--- src/potos_pkg.sv ---
// Shared types, constants and codes of the per-query top-K overlap suppression block.
package potos_pkg;

   localparam int POTOS_TOPK        = 16;
   localparam int POTOS_NUM_QUERIES = 64;

   typedef enum logic [2:0] {
      ACT_NONE    = 3'd0,
      ACT_INSERT  = 3'd1,
      ACT_REPLACE = 3'd2,
      ACT_SHIFT   = 3'd3,
      ACT_REJECT  = 3'd4
   } potos_action_type;

   typedef struct packed {
      logic [5:0]  query_index;
      logic [23:0] first_index;
      logic [23:0] second_index;
      logic [31:0] distance;
      logic [15:0] file_id;
      logic [30:0] cand_start;
      logic [30:0] cand_end;
      logic [23:0] subseq_id;
      logic        out_of_range;
   } potos_item_type;

   // front to back: head of the item queue
   typedef struct packed {
      logic           valid;
      potos_item_type item;
   } potos_head_type;

   // back to front
   typedef struct packed {
      logic take;
      logic clearing;
   } potos_stat_type;

   typedef struct packed {
      logic [31:0] distance;
      logic [23:0] first_index;
      logic [23:0] second_index;
      logic [31:0] start_t;
      logic [31:0] end_t;
      logic [15:0] file;
      logic        new_mark;
      logic [23:0] subseq_id;
   } potos_entry_type;

   localparam potos_entry_type ENTRY_RESET = '{
      distance: '1, first_index: '0, second_index: '0, start_t: '1, end_t: '1,
      file: '1, new_mark: 1'b0, subseq_id: '0};

endpackage

--- src/potos_front.sv ---
// Input side: accepts candidates, flags out-of-range queries, two-entry queue to the back end.
module potos_front
   import potos_pkg::*;
#(
   parameter int NUM_QUERIES = POTOS_NUM_QUERIES
) (
   input  logic           clock,
   input  logic           reset,
   input  logic           req_push,
   output logic           req_full,
   input  logic [5:0]     req_query_index,
   input  logic [23:0]    req_first_index,
   input  logic [23:0]    req_second_index,
   input  logic [31:0]    req_distance,
   input  logic [15:0]    req_file_id,
   input  logic [30:0]    req_cand_start,
   input  logic [30:0]    req_cand_end,
   input  logic [23:0]    req_subseq_id,
   input  potos_stat_type stat,
   output potos_head_type head
);

   potos_item_type slot_ff [2];
   logic       wp_ff, wp_in, rp_ff, rp_in;
   logic [1:0] cnt_ff, cnt_in;
   logic       push_ok;
   potos_item_type new_item;

   assign req_full = (cnt_ff == 2'd2) || stat.clearing;
   assign push_ok  = req_push && !req_full;

   always_comb begin
      new_item.query_index  = req_query_index;
      new_item.first_index  = req_first_index;
      new_item.second_index = req_second_index;
      new_item.distance     = req_distance;
      new_item.file_id      = req_file_id;
      new_item.cand_start   = req_cand_start;
      new_item.cand_end     = req_cand_end;
      new_item.subseq_id    = req_subseq_id;
      new_item.out_of_range = 32'(req_query_index) >= NUM_QUERIES;
   end

   always_comb begin
      wp_in  = wp_ff ^ push_ok;
      rp_in  = rp_ff ^ stat.take;
      cnt_in = cnt_ff + 2'(push_ok) - 2'(stat.take);
   end

   always_ff @(posedge clock) begin
      if (reset) begin
         wp_ff  <= 1'b0;
         rp_ff  <= 1'b0;
         cnt_ff <= 2'd0;
      end else begin
         wp_ff  <= wp_in;
         rp_ff  <= rp_in;
         cnt_ff <= cnt_in;
      end
   end

   always_ff @(posedge clock) begin
      if (push_ok) slot_ff[wp_ff] <= new_item;
   end

   assign head.valid = cnt_ff != 2'd0;
   assign head.item  = slot_ff[rp_ff];

endmodule

--- config.mk ---
export PLATFORM = sky130hd
export DESIGN_NAME = potos_front
export DESIGN_NICKNAME = d
export VERILOG_FILES = /design/src/potos_pkg.sv /design/src/potos_front.sv
export SDC_FILE = /design/constraint.sdc
export NUM_CORES = 1
export LEC_CHECK = 0
export CELL_PAD_IN_SITES_DETAIL_PLACEMENT = 0
export CELL_PAD_IN_SITES_GLOBAL_PLACEMENT = 1
export CORE_MARGIN = 3
export CORE_UTILIZATION = 45
export CTS_CLUSTER_DIAMETER = 200
export CTS_CLUSTER_SIZE = 28
export DETAILED_ROUTE_END_ITERATION = 8
export DONT_BUFFER_PORTS = 1
export PLACE_DENSITY = 0.74
export SYNTH_ARGS = -nofsm -noshare
export SYNTH_HDL_FRONTEND = slang
export SYNTH_SLANG_ARGS = --single-unit
export TNS_END_PERCENT = 20
--- constraint.sdc ---
create_clock -name clock -period 8.7 [get_ports clock]
set_input_delay 0 -clock clock [delete_from_list [all_inputs] [get_ports clock]]
set_output_delay 0 -clock clock [all_outputs]
set_load 0.05 [all_outputs]
**Yosys cells after proc, flatten, opt, wreduce, memory -nomap -nowiden**

Memories as Yosys holds them, arrays and structs flattened. A register that Yosys moved wholly into a read port is not among the register bits.
Cells that the tools add are included.

- Register bits: 4
- Bits in latches: 0
- Memory bits (writable): 376
- Memory bits (read-only): 0
- Logic and storage cells: 16
- Memories: 1

Memory list:

| memory | depth | width | read ports | clocked after Yosys merged registers in | write ports | RTL line | text |
|---|---|---|---|---|---|---|---|
| slot_ff | 2 | 188 | 1 | 1 | 1 | potos_front.sv:23 | `potos_item_type slot_ff [2];` |

- Add/sub/neg operators: 2
- Multipliers: 0
- Div/mod/pow operators: 0
- $lt $le $gt $ge: 0
- Eq/ne operators: 1
- Shift operators: 0
- Mux-type cells: 3
- Bitwise logic cells: 2
- Reductions and logical operators: 4

Operators by type and width:

| operator | number |
|---|---|
| $mux W1 | 3 |
| $add A2 B1 Y2 | 1 |
| $eq A2 B2 Y1 const B | 1 |
| $reduce_bool A2 Y1 | 1 |
| $sub A2 B1 Y2 | 1 |
| $xor A1 B1 Y1 | 2 |
| $logic_and A1 B1 Y1 | 1 |
| $logic_not A1 Y1 | 1 |
| $logic_or A1 B1 Y1 | 1 |

**Logic depth before layout (Yosys ltp)**

Gate-level depths: netlist of run 1.

- Word-level depth: 6
- Depth in mapped cells: 7
- Mapped depth without buffers: 7

**Worst setup path after synthesis of run 1**

No wires, ideal clock.

- Kind: register -> register
- Start: register cnt_ff[1]
- End: memory slot_ff[1][0] (netlist bit) (enable)
- Library setup time: 0.572 ns
- Arrival time: 4.899 ns
- Data required time: 8.128 ns
- Slack: 3.229 ns
- Cell stages (with the launch flop): 4
- Buffers on the path: 0
- Period minus slack after synthesis: 5.471 ns
- Cell sequence: dfxtp_1 > inv_1 > o211a_1 > ha_1

- Cells in the longest elaborated chain, start to end: 6

RTL lines:

| item | RTL line | text |
|---|---|---|
| start: declaration | potos_front.sv:25 | `logic [1:0] cnt_ff, cnt_in;` |
| start signal: assignment | potos_front.sv:58 | `cnt_ff <= cnt_in;` |
| $eq A2 B2 Y1 | potos_front.sv:29 | `assign req_full = (cnt_ff == 2'd2) \|\| stat.clearing;` |
| $logic_or A1 B1 Y1 | potos_front.sv:29 |  |
| $logic_not A1 Y1 | potos_front.sv:30 | `assign push_ok = req_push && !req_full;` |
| $logic_and A1 B1 Y1 | potos_front.sv:30 |  |
| $mux W1 | potos_front.sv:63 | `if (push_ok) slot_ff[wp_ff] <= new_item;` |
| $mux W1 (implied by the code) | potos_front.sv:63 |  |
| end: declaration | potos_front.sv:23 |  |

Every way passes these cells.

==> results of run 1 <==
==> worst register-to-register path: stages, from the launching register on <==
cell and delay (ns):
dfxtp_1 0.33, inv_1 0.10, o211a_1 0.31, ha_4 0.68, buf_4 0.88
==> cell usage in the layout (no fill, tap or decap), drive strengths merged <==
| cell | Yosys | final |
|---|---|---|
| o211ai | 1 | 1 |
| dlygate4sd3 | 0 | 192 |
| o21ai | 1 | 1 |
| diode | 0 | 3 |
| o211a | 1 | 1 |
| clkbuf | 0 | 28 |
| edfxtp | 376 | 376 |
| ha | 4 | 4 |
| buf | 22 | 6 |
| or2 | 1 | 1 |
| mux2 | 188 | 188 |
| clkinv | 0 | 1 |
| nor2b | 1 | 1 |
| xnor2 | 1 | 1 |
| nor2 | 3 | 3 |
| xnor3 | 1 | 1 |
| conb | 1 | 1 |
| inv | 4 | 4 |
| dfxtp | 4 | 4 |
==> per-stage QoR <==
step	instances	worst slack, ns	utilization [%]	instance area, µm²
6_report	1213	5.55	55.1	17000
5_1_grt	1213	5.34	55.1	17000
4_1_cts	1210	5.49	55.1	17000
3_5_place_dp	989	5.87	47.3	14600
3_3_place_gp	989	6.00	47.3	14600
2_1_floorplan	609	3.23	-	14200
==> report_power, final <==
part / leakage [µW] / internal [µW] / switching, µW
Clock: 0.000229 / 376 / 502
Sequential: 0.00347 / 2130 / 38.2
Combinational: 0.00200 / 212 / 524
==> sequential cells by signal (all words and copies together) (netlist names) <==
register and cells:
cnt_ff 2, rp_ff 1, slot_ff 376, wp_ff 1
==> timing repair <==
action / 4_1_cts / 5_1_grt
hold buffers: 192 / 0
endpoints found under the hold margin: 380 / 0
setup buffers: 0 / 0
==> path summary, 6_finish.rpt <==
check             slack (ns)                  endpoint  cells past startpoint                  from
setup / recovery        5.55                 head[169]                      2      rp_ff$_SDFF_PP0_
hold / removal          0.04      cnt_ff[1]$_SDFF_PP0_                      4              req_push
setup reg to reg        5.90  slot_ff[0][44]$_DFFE_PP_                      4  cnt_ff[1]$_SDFF_PP0_
hold reg to reg         0.64          wp_ff$_SDFF_PP0_                      3      wp_ff$_SDFF_PP0_
==> metal layers <==
metal	GRT usage (%)	vias up	part of all wire [%]
met5	0	-	0
met4	4.14	0	2.4
met3	5.64	31	9.5
met2	26.7	285	51
met1	17.9	3087	37
li1	-	2787	-
==> logic make-up after synthesis <==
| group | Yosys count | share of synthesized area [%] |
|---|---|---|
| other cells | 1 | 0.0264 |
| mux | 188 | 17.5 |
| xor+xnor | 2 | 0.220 |
| fa+ha+maj | 4 | 0.352 |
| buf+inv | 26 | 1.51 |
| simple gates | 5 | 0.167 |
| compound gates | 3 | 0.158 |
| flops | 380 | 80.0 |
==> cell usage after synthesis, drive strengths merged <==
library cell,count
edfxtp,376
xnor2,1
or2,1
nor2,3
o211ai,1
conb,1
ha,4
nor2b,1
dfxtp,4
o21ai,1
o211a,1
buf,22
inv,4
mux2,188
xnor3,1
==> layout make-up <==
type                    instances  area (µm²)
fillers                      2228       13800
flip-flops and latches        380       11400
diodes                          3        7.51
repair buffers                198        1970
inverters                       4        15.0
well taps                     396         495
multi-input cells             203        2650
clock inverters                 1        16.3
clock buffers                  28         467
==> summary.md, run 1 <==
| Metric | Value |
|---|---|
| Power Total | 3780 µW |
| Root buffer cell | clkbuf_16 |
| Fin Setup TNS | 0 ns |
| CTS tree | done |
| Remaining Overflow, GRT | 0 |
| Crit path capture type | output pin |
| Final period util | 36.2% |
| Final Max Slew Viols | 0 |
| Gr usage total | 15.3% |
| CTS H-tree depth | 1 |
| Critical path buffers and inverters | 1 |
| # DRC | 0 |
| Total number of yosys warnings | 0 |
| Synth Register Bits | 380 |
| Final Hold Violating Endpoints | 0 |
| Max incr delay on CP | 1.00 ns |
| Die H | 184 µm |
| Post-DR vias/cell | 5.10 |
| Layout area overhead | 19.6% |
| Worst skew pair latency | 0.51 ns |
| Top-area cell type share of the netlist area | 79.5% |
| CTS Buf Count | 17 |
| Worst path arrival time | 3.15 ns |
| Crit Path Class | reg2out |
| Critical Path RT | 8.70 ns |
| Startpoint types | flip-flop |
| Initial Util | 46.1% |
| Max frequency | 317 MHz |
| Seq/Total Area, Yosys | 80.0% |
| Top-Level Pins | 384 |
| Worst Path Max Fanout | 70 |
| Cells after synthesis | 609 |
| Global-route wire length before repair | 39.9 mm |
| Hold WS | 0.0432 ns |
| Post-synth net total | 806 |
| Layout cells sized above 1 | 26.5% |
| Via count | 6190 |
| Vias in the first global route | 6575 |
| Largest net degree at the start of global routing | 78 |
| Site Rows | 64 |
| Initial antenna violation count | 3 |
| DRT antenna net count | 0 |
| Leakage power | 0.00570 µW |
| Largest cells by area after synthesis | edfxtp_1 79%, mux2_4 11%, mux2_2 7.0% |
| Core ar. | 30800 µm² |
| Clock Path Buffers | 3 |
| DRT iter0 DRCs | 309 |
| Wirelength per Cell | 22.7 µm |
| Netlist cell types | 18 |
| DRT Pass-1 Iters | 5 |
| Max Cap Viol | 0 |
| Crit path cell chain | buf_4 > mux2_2 |
| Cell family with most CP delay | flip-flops |
| Fin crit period | 3.15 ns |
| Clock skew | 0.0182 ns |
| Clock sinks | 380 |
| Die width | 184 µm |
| Critical-path top delay cell | dfxtp_4 |
| Relative slew slack | 22.7% |
| Hold Crit Class | in2reg |
| RSZ-0062 raised after global routing | no |
| PD cells | 223 nW/µm² |
| Slew @ Worst Pin | 1.15 ns |
| Mean Syn Cell Area | 23.3 µm² |
| Gpl congestion | 0.769 |
| Final Setup Violations | 0 |
| Status | complete, no violations |
| Nets@finish | 1001 |
| Mapped Area | 14200 µm² |
| Number of buffers added on ports | 0 |
| Clk pin slew, worst setup/hold paths | 0.10 ns |
| Synth area leader | edfxtp_1 |
| Total die area | 33700 µm² |
| VDD IR max | 0.171 mV |
| Routed WL | 27.5 mm |
| CTS resizes | 0 |
(Power assumes the default switching activity.)
==> run 2, diff against run 1 <==
==> constraint.sdc (replaced) <==
create_clock -name clock -period 3.04 [get_ports clock]
set_input_delay 0 -clock clock [delete_from_list [all_inputs] [get_ports clock]]
set_output_delay 0 -clock clock [all_outputs]
set_load 0.05 [all_outputs]
==> run 2 against run 1 <==
Effect of this change:
- clock power grew to 2.9 times the previous value
- wire length grew 0.81%
- via count grew 0.87%
- sequential power grew to 2.9 times the previous value
==> summary.md, run 2 (synthesis gave the netlist of run 1 again) <==
| Metric | Value |
|---|---|
| Post-DR vias/cell | 5.09 (-0.20%) |
| Initial antenna violation count | 3 (unchanged) |
| Max incr delay on CP | 0.79 ns (-0.21 ns) |
| Hold Crit Class | in2reg |
| Crit path cell chain | buf_4 > mux2_2 |
| Worst path arrival time | 2.20 ns (-0.95 ns) |
| Number of flip-flops in the largest register | 376 (unchanged) |
| CTS H-tree depth | 1 (unchanged) |
| Post-DP HPWL | 18.2 mm |
| Die width | 184 µm (unchanged) |
| Register area | 11400 µm² (unchanged) |
| Max Cap Viol | 0 (unchanged) |
| Critical-path top delay cell | dfxtp_4 |
| Area of the multi-input gates | 2650 µm² (unchanged) |
| Nets@finish | 1015 (+1.4%) |
| Clock sinks | 380 (unchanged) |
| Final Hold Violating Endpoints | 0 (unchanged) |
| Initial Util | 46.1% (unchanged) |
| Net Sw Power | 3070 µW (+190%) |
| Clock power frac | 23.3% (about the same) |
| Final Setup Violations | 0 (unchanged) |
| Site Rows | 64 (unchanged) |
| Cell family with most CP delay | flip-flops |
| Via count | 6244 (+0.87%) |
| Top-Level Pins | 384 (unchanged) |
| Root buffer cell | clkbuf_16 |
| Post-DP Area | 14800 µm² (+1.4%) |
| Top reg by flops | slot_ff |
| Combinational power share | 19.9% (+0.4 points) |
| Layout area overhead | 21.2% |
| Remaining Overflow, GRT | 0 (unchanged) |
| Fin crit period | 2.20 ns |
| Slew @ Worst Pin | 1.04 ns (-0.110 ns) |
| DRT iter0 DRCs | 298 (-3.6%) |
| Total die area | 33700 µm² (unchanged) |
| Commonest non-fill, non-tap cell in the layout | edfxtp_1 |
| Routed WL | 27.7 mm (+0.81%) |
| DRT antenna net count | 0 (unchanged) |
| VDD IR max | 0.561 mV (+230%) |
| Wirelength per Cell | 22.6 µm (-0.26%) |
| CTS resizes | 0 (unchanged) |
| Gpl congestion | 0.758 (-1.4%) |
| Global-route wire length before repair | 40.8 mm (+2.2%) |
| Clk pin slew, worst setup/hold paths | 0.10 ns (about the same) |
| DRT Pass-1 Iters | 4 (-1) |
| Critical Path RT | 3.04 ns (-5.66 ns) |
| Number of buffers added on ports | 0 (unchanged) |
| Final Max Slew Viols | 0 (unchanged) |
| Critical path buffers and inverters | 1 (unchanged) |
| Vias in the first global route | 6762 (+2.8%) |
| Clock skew | 0.0351 ns (+0.0170 ns) |
| Final period util | 72.4% |
| Core ar. | 30800 µm² (unchanged) |
| Commonest non-fill, non-tap cells in the layout | 376 x edfxtp_1, 193 x dlygate4sd3_1, 100 x mux2_4, 88 x mux2_2, 17 x clkbuf_16 |
| Max frequency | 454 MHz |
| CTS tree | done |
| Fin util | 55.8% (+0.73 points) |
| Final instance area | 17200 µm² (+1.3%) |
| Crit Path Class | reg2out |
| Gr usage total | 15.6% (+0.34 points) |
| Sequential Power Share | 56.8% (-0.5 points) |
| Layout cells sized above 1 | 27.7% (+1.2 points) |
| Switching share of total power | 28.2% (+0.069 points) |
| Fillers | 2221 (-0.31%) |
| Largest net degree at the start of global routing | 64 (-18%) |
| Largest regs | slot_ff (376), cnt_ff (2) |
| Int Pwr | 7820 µW (+190%) |
| Relative slew slack | 30.0% (+7.4 points) |
| Worst skew pair latency | 0.52 ns (about the same) |
| PD cells | 633 nW/µm² (+180%) |
| Clock Path Buffers | 3 (unchanged) |
| Leakage power | 0.00581 µW (+1.9%) |
| # DRC | 0 (unchanged) |
| RSZ-0062 raised after global routing | no |
| Status | complete, no violations |
| Die H | 184 µm (unchanged) |
| Worst Path Max Fanout | 38 (-46%) |
| CTS Buf Count | 17 (unchanged) |
| Startpoint types | flip-flop |
| Crit path capture type | output pin |
==> run 2: cell count changes in the layout (fill, tap and decap cells not counted), sizes merged <==
cell         before  now
buf               6   19
diode             3    1
dlygate4sd3     192  193
inv               4    5
==> run 2: what timing repair did <==
item,in CTS,in global routing
endpoints found under the hold margin,380,1
buffers inserted,0,0
hold buffers,192,1
==> run 2: path summary, 6_finish.rpt <==
check	from	end	slack, ns	depth (start not counted)
setup reg to reg	cnt_ff[0]$_SDFF_PP0_	slot_ff[1][132]$_DFFE_PP_	1.02	3
setup / recovery	rp_ff$_SDFF_PP0_	head[6]	0.84	2
hold reg to reg	cnt_ff[1]$_SDFF_PP0_	cnt_ff[1]$_SDFF_PP0_	0.66	2
hold / removal	stat[0]	wp_ff$_SDFF_PP0_	0.04	4
==> run 2: layout make-up <==
class	count	share of cell area (%)
diodes	1	0.0145
multi-input cells	203	15.4
well taps	396	2.88
clock inverters	2	0.145
inverters	4	0.0872
clock buffers	28	2.71
flip-flops and latches	380	66.1
repair buffers	212	12.7
==> run 2: per-layer routing <==
metal	part of all wire, %	GRT usage (%)	vias to the layer above	wire, µm
li1	-	-	2821	-
met4	2.4	4.26	4	657
met1	36	17.9	3059	10000
met5	0.076	0	-	21
met3	12	6.85	41	3310
met2	50	26.9	319	13800
==> run 2: tightest hold or removal path: stages <==
cell,delay (ns)
inv_1,0.08
o211a_1,0.24
ha_4,0.14
nor2_1,0.03
==> run 2: power by group through the flow <==
stage          clock network (µW)  logic, µW  registers (µW)
2_1_floorplan                   0       1740            6280
3_3_place_gp                    0       1910            6290
3_5_place_dp                    0       1930            6310
4_1_cts                      2630       2180            6180
5_1_grt                      2830       2250            6210
6_report                     2540       2160            6190
==> run 2: through the flow <==
| stage | setup WS [ns] | power, µW | TNS, ns | hold WS, ns | std cells |
|---|---|---|---|---|---|
| after global placement | 1.05 | 8200 | 0 | 0.0675 | 1002 |
| final | 0.838 | 10900 | 0 | 0.0380 | 1226 |
| after CTS | 0.772 | 11000 | 0 | 0.00193 | 1224 |
| after global routing | 0.710 | 11300 | 0 | 0.0303 | 1226 |
| after detailed placement | 0.978 | 8240 | 0 | 0.0657 | 1002 |
| after floorplan | -0.378 | 8030 | -141.97 | 0.0667 | 609 |
